File: src/lbm_pkg.sv
`default_nettype none
package lbm_pkg;

  // field widths and modulus
  localparam int unsigned PRIME = 10007;
  localparam int CNT_W = 28;
  localparam int RES_W = 14;
  localparam int PW = $clog2(PRIME);
  // dividend width of the reduction unit: counts and digit products both fit
  localparam int XW = (CNT_W > 2 * PW) ? CNT_W : 2 * PW;
  // quotient width of an XW-bit dividend by PRIME
  localparam int QW = XW - PW + 1;
  localparam int PROD_W = XW + QW;

  // reciprocal for the reduction by PRIME
  localparam longint unsigned RECIP_L = (64'd1 << XW) / PRIME;
  localparam logic [QW-1:0] RECIP = QW'(RECIP_L);
  localparam logic [PW-1:0] P_VAL = PW'(PRIME);
  localparam logic [PW-1:0] P_MAX = PW'(PRIME - 1);

  // request to the shared modular unit
  typedef struct packed {
    logic          go;
    logic          is_mul;
    logic [XW-1:0] a;
    logic [PW-1:0] b;
  } mu_req_t;

  // answer of the shared modular unit
  typedef struct packed {
    logic          done;
    logic [QW-1:0] quot;
    logic [PW-1:0] rem;
  } mu_rsp_t;

  // write port of the factorial tables
  typedef struct packed {
    logic          we_fact;
    logic          we_inv;
    logic [PW-1:0] addr;
    logic [PW-1:0] data;
  } tbl_wr_t;

endpackage
`default_nettype wire

File: src/lbm_modunit.sv
`default_nettype none
module lbm_modunit (
  input  logic            clk,
  input  logic            rst,
  input  lbm_pkg::mu_req_t req,
  output lbm_pkg::mu_rsp_t rsp
);
  import lbm_pkg::*;

  logic              v1;
  logic              v2;
  logic              v3;
  logic [XW-1:0]     x1;
  logic [XW-1:0]     x2;
  logic [QW-1:0]     est2;
  logic [QW-1:0]     est3;
  logic [PW:0]       r3;
  logic [PROD_W-1:0] scaled;
  logic [XW-1:0]     qp;
  logic [XW-1:0]     diff;
  logic              rsp_done;
  logic [QW-1:0]     rsp_quot;
  logic [PW-1:0]     rsp_rem;

  // quotient estimate by reciprocal, low by at most one
  assign scaled = PROD_W'(x1) * PROD_W'(RECIP);
  assign qp     = XW'(est2) * XW'(PRIME);
  assign diff   = x2 - qp;

  assign rsp = '{done: rsp_done, quot: rsp_quot, rem: rsp_rem};

  // valid pipe
  always_ff @(posedge clk) begin
    if (rst) begin
      v1       <= 1'b0;
      v2       <= 1'b0;
      v3       <= 1'b0;
      rsp_done <= 1'b0;
    end else begin
      v1       <= req.go;
      v2       <= v1;
      v3       <= v2;
      rsp_done <= v3;
    end
  end

  // datapath: product or pass, estimate, remainder, correction
  always_ff @(posedge clk) begin
    if (req.is_mul) begin
      x1 <= XW'(req.a[PW-1:0]) * XW'(req.b);
    end else begin
      x1 <= req.a;
    end
    est2 <= scaled[XW +: QW];
    x2   <= x1;
    est3 <= est2;
    r3   <= diff[PW:0];
    if (r3 >= {1'b0, P_VAL}) begin
      rsp_rem  <= PW'(r3 - {1'b0, P_VAL});
      rsp_quot <= est3 + QW'(1);
    end else begin
      rsp_rem  <= r3[PW-1:0];
      rsp_quot <= est3;
    end
  end

endmodule
`default_nettype wire

File: config.mk
export PLATFORM = sky130hd
export DESIGN_NAME = lbm_modunit
export DESIGN_NICKNAME = d
export VERILOG_FILES = /design/src/lbm_pkg.sv /design/src/lbm_modunit.sv
export SDC_FILE = /design/constraint.sdc
export NUM_CORES = 1
export LEC_CHECK = 0
export BUFFER_PORTS_ARGS = -buffer_cell sky130_fd_sc_hd__clkbuf_2
export CORE_ASPECT_RATIO = 1.1
export CORE_MARGIN = 4
export CORE_UTILIZATION = 35
export DETAILED_ROUTE_END_ITERATION = 8
export GPL_ROUTABILITY_DRIVEN = 0
export PLACE_DENSITY = 0.54
export SYNTH_ARGS = -nofsm -noshare
export SYNTH_HDL_FRONTEND = slang
export SYNTH_SLANG_ARGS = --single-unit
export TNS_END_PERCENT = 50
File: constraint.sdc
create_clock -name clk -period 8.35 [get_ports clk]
set_input_delay 1.67 -clock clk [delete_from_list [all_inputs] [get_ports clk]]
set_output_delay 1.67 -clock clk [all_outputs]
set_load 0.01 [all_outputs]
==> impl_summary.txt <==
----------------------------------------------------
[Placement]
  Count of buffers inserted at the top-level ports ... 75
  Post-DP HPWL ... 33250 um
  Cell area after placement ... 18540 um^2
  Placed cell count ... 2508

[Routing]
  Wire length per cell ... 15.13 um
  Final wirelength ... 38430 um
  Detailed-route DRC error count ... 0
  Drt via density ... 4.639
  Vias after detailed routing ... 11780
  Post-route ant nets ... 0
  Starting DRT DRC Count ... 469
  First drt pass iteration count ... 5

[Synth]
  Fraction of the yosys area taken by sequential cells ... 0.1386
  Fraction of the mapped netlist area in simple logic gates ... 0.1029
  Post-synthesis async set-or-reset flop share ... 0
  Multiplexer area fraction after synthesis ... 0.01095
  Area of the mapped netlist ... 17480 um^2
  Synth top area cells ... fa_1, ha_1, dfxtp_1
  Cell accounting for the most synthesized area ... fa_1
  Synth Area in XOR/XNOR ... 0.04460
  Cell types with the highest counts after synthesis ... inv_1, ha_1, fa_1
  Most frequently used cell type in the post-synthesis netlist ... inv_1
  Mean instance size in the synthesized netlist ... 9.630 um^2
  Synth Area in Compound Gates ... 0.07266
  EDFF count, synth ... 0
  Number of flip-flops and latches in the synthesized netlist ... 121
  Post-synth top area share ... 0.3173
  Gate count after technology mapping ... 1815
  Adder-cell share of the synthesized area ... 0.5292
  Synthesized net count ... 2434
  Main combinational cell family by area after synthesis ... adder cells
  Count of cell types in the netlist ... 67
  Warnings, synthesis ... 0
  Prevailing post-synth register cell ... dfxtp_1

[Clock network]
  Cts-stage hold buffer count ... 0
  Total number of clock tree sinks ... 121
  CTS clk-pin slew, worst paths ... 0.06 ns
  Post-CTS setup buffer count ... 0
  Clock Path Buffers ... 2
  CTS-repair resized insts ... 0
  Clk Latency, worst-skew pair ... 0.42 ns
  Clock root buffer ... clkbuf_16
  Inserted Clock Buffers ... 17
  # H-tree levels ... 4
  Clock tree from TritonCTS ... done

[STA]
  Maximum clock frequency ... 142.8 MHz
  Final setup vio count ... 0
  Final number of max-transition violations ... 0
  Relative slew slack ... 0.4326
  Period Utilization, post-route ... 0.8386
  Total Neg Setup Slack ... 0 ns
  Worst clock skew on the final layout ... 0.008970 ns
  Pin slew with the least headroom to its limit ... 0.8512 ns
  RSZ-0062 raised after global routing ... no
  Final number of hold-violating endpoints ... 0
  Period minus WS final ... 7.002 ns

[GRT]
  GRT overflow ... 0
  Tot GR Track Use ... 0.1496
  Initial antenna violation count ... 0
  Via count of the first global-routing pass ... 13120
  Pin count of the biggest net entering global routing ... 33
  Wire length of the first global-routing pass ... 65810 um

[Layout]
  Diode insertion count for antenna repair ... 0
  Count of non-filler cells in the finished layout ... 2540
  Fraction of layout instances using a drive strength above 1 ... 0.07839
  Growth of design area from synthesis to finish ... 9.450%
  Number of fillers in the final layout ... 4911
  Final instance area ... 19130 um^2
  Number of nets at the end of the flow ... 2494

[Worst setup path]
  Slowest cell on the critical path ... fa_1
  Data required time at the worst endpoint ... 8.65 ns
  Max incr delay on CP ... 0.54 ns
  Startpoint type of the worst setup path ... input pin
  Class of the most critical setup path ... input pin to flip-flop
  Arrival time at the worst endpoint ... 7.31 ns
  Top fanout value on the critical path ... 15
  Most repeated library cell on the critical path ... fa_1
  Flop2flop setup slack ... 2.83 ns
  Worst Setup End Kind ... flip-flop
  Cells traversed along the worst timing path ... clkbuf_2 > and2_1 > fa_1 > inv_1 > fa_1 > inv_1 > fa_1 > fa_1 > fa_1 > inv_1 > fa_1 > inv_1 > ha_1 > a21oi_1 > o21ai_0 > a21o_1 > o21ai_2 > a21oi_4 > a211oi_2 > nor3_1 > or3b_1

[Die]
  Placement Rows ... 85
  Area of the core ... 49130 um^2
  Area of the die ... 53580 um^2
  Number of primary I/O pins ... 76
  Die Span Y ... 242.4 um
  Starting utilization of the core area ... 0.3557
  Die span in x ... 221.1 um

[Outcome]
  Result of the run ... finished clean

[Min path]
  Worst min-delay path category ... flip-flop to flip-flop

[Flow run]
  Number of max-capacitance violations reported ... 0

----------------------------------------------------
-- metrics by stage --
stage,utilization,setup WS [ns],hold WS [ns]
final,0.3893,1.348,0.3726
after global placement,0.3773,0.9620,0.3631
after global routing,0.3893,1.067,0.3839
after floorplan,-,1.294,0.3489
after detailed placement,0.3773,0.8974,0.3668
after CTS,0.3893,1.354,0.3744
-- logic make-up (layout without fill, tap and decap cells) --
family                   count (synthesis)  count (layout)
AND/OR/NAND/NOR                        363             363
flip-flops                             121             121
XOR/XNOR                                89              89
AO/OA/AOI/OAI                          183             183
buffers and inverters                  469             542
multiplexers                            17              17
adder cells (fa/ha/maj)                573             573
-- critical path: cells and delay by family --
| kind | cells | cell delay, ns |
|---|---|---|
| adders and majority gates | 7 | 3.43 |
| and+or+nand+nor | 3 | 0.67 |
| buffers and inverters | 5 | 0.43 |
| AOI/OAI and AO/OA | 6 | 1.10 |
-- worst paths after layout --
path,from,to,cells past startpoint
hold / removal,est2[14]$_DFF_P_,est3[14]$_DFF_P_,0
hold reg to reg,est2[14]$_DFF_P_,est3[14]$_DFF_P_,0
setup reg to reg,x1[7]$_DFF_P_,est2[13]$_DFF_P_,16
setup / recovery,req[21],x1[27]$_DFF_P_,21
-- flip-flops by register name (all words and copies together) (netlist names) --
name	cells
est3	15
r3	15
rsp_rem	14
rsp_done	1
v1	1
x2	15
v2	1
est2	15
x1	28
rsp_quot	15
v3	1
-- placed cells by master (no fill, tap or decap), drive strengths merged, types with 11 or more instances in the layout --
cell / instances
mux2: 17
xnor2: 66
o21ai: 43
nand4: 13
fa: 277
nand2: 148
a21o: 24
dfxtp: 121
ha: 296
a211oi: 11
nor2: 42
clkbuf: 93
inv: 433
nor3: 12
and2: 93
a31oi: 11
xor2: 23
a21oi: 43
-- cell type report --
cell class              instances  area [um^2]  area share
repair buffers                 76        382.9     0.02001
inverters                     434         1629     0.08516
clock inverters                14        151.4    0.007914
multi-input cells            1225        13290      0.6947
well taps                     652        815.8     0.04265
clock buffers                  18        439.2     0.02296
flip-flops and latches        121         2422      0.1266
-- per-layer routing --
| metal | routed length, um | vias up | share of wire | track usage |
|---|---|---|---|---|
| met1 | 17810 | 5796 | 0.46 | 0.1971 |
| met5 | 0 | - | 0 | 0 |
| met3 | 983 | 35 | 0.026 | 0.01575 |
| met4 | 463 | 0 | 0.012 | 0.02864 |
| met2 | 19170 | 178 | 0.50 | 0.2687 |
| li1 | - | 5775 | - | - |
Power is not shown: default switching activity piles up to over one toggle a cycle in this logic, so the estimate is an artifact.
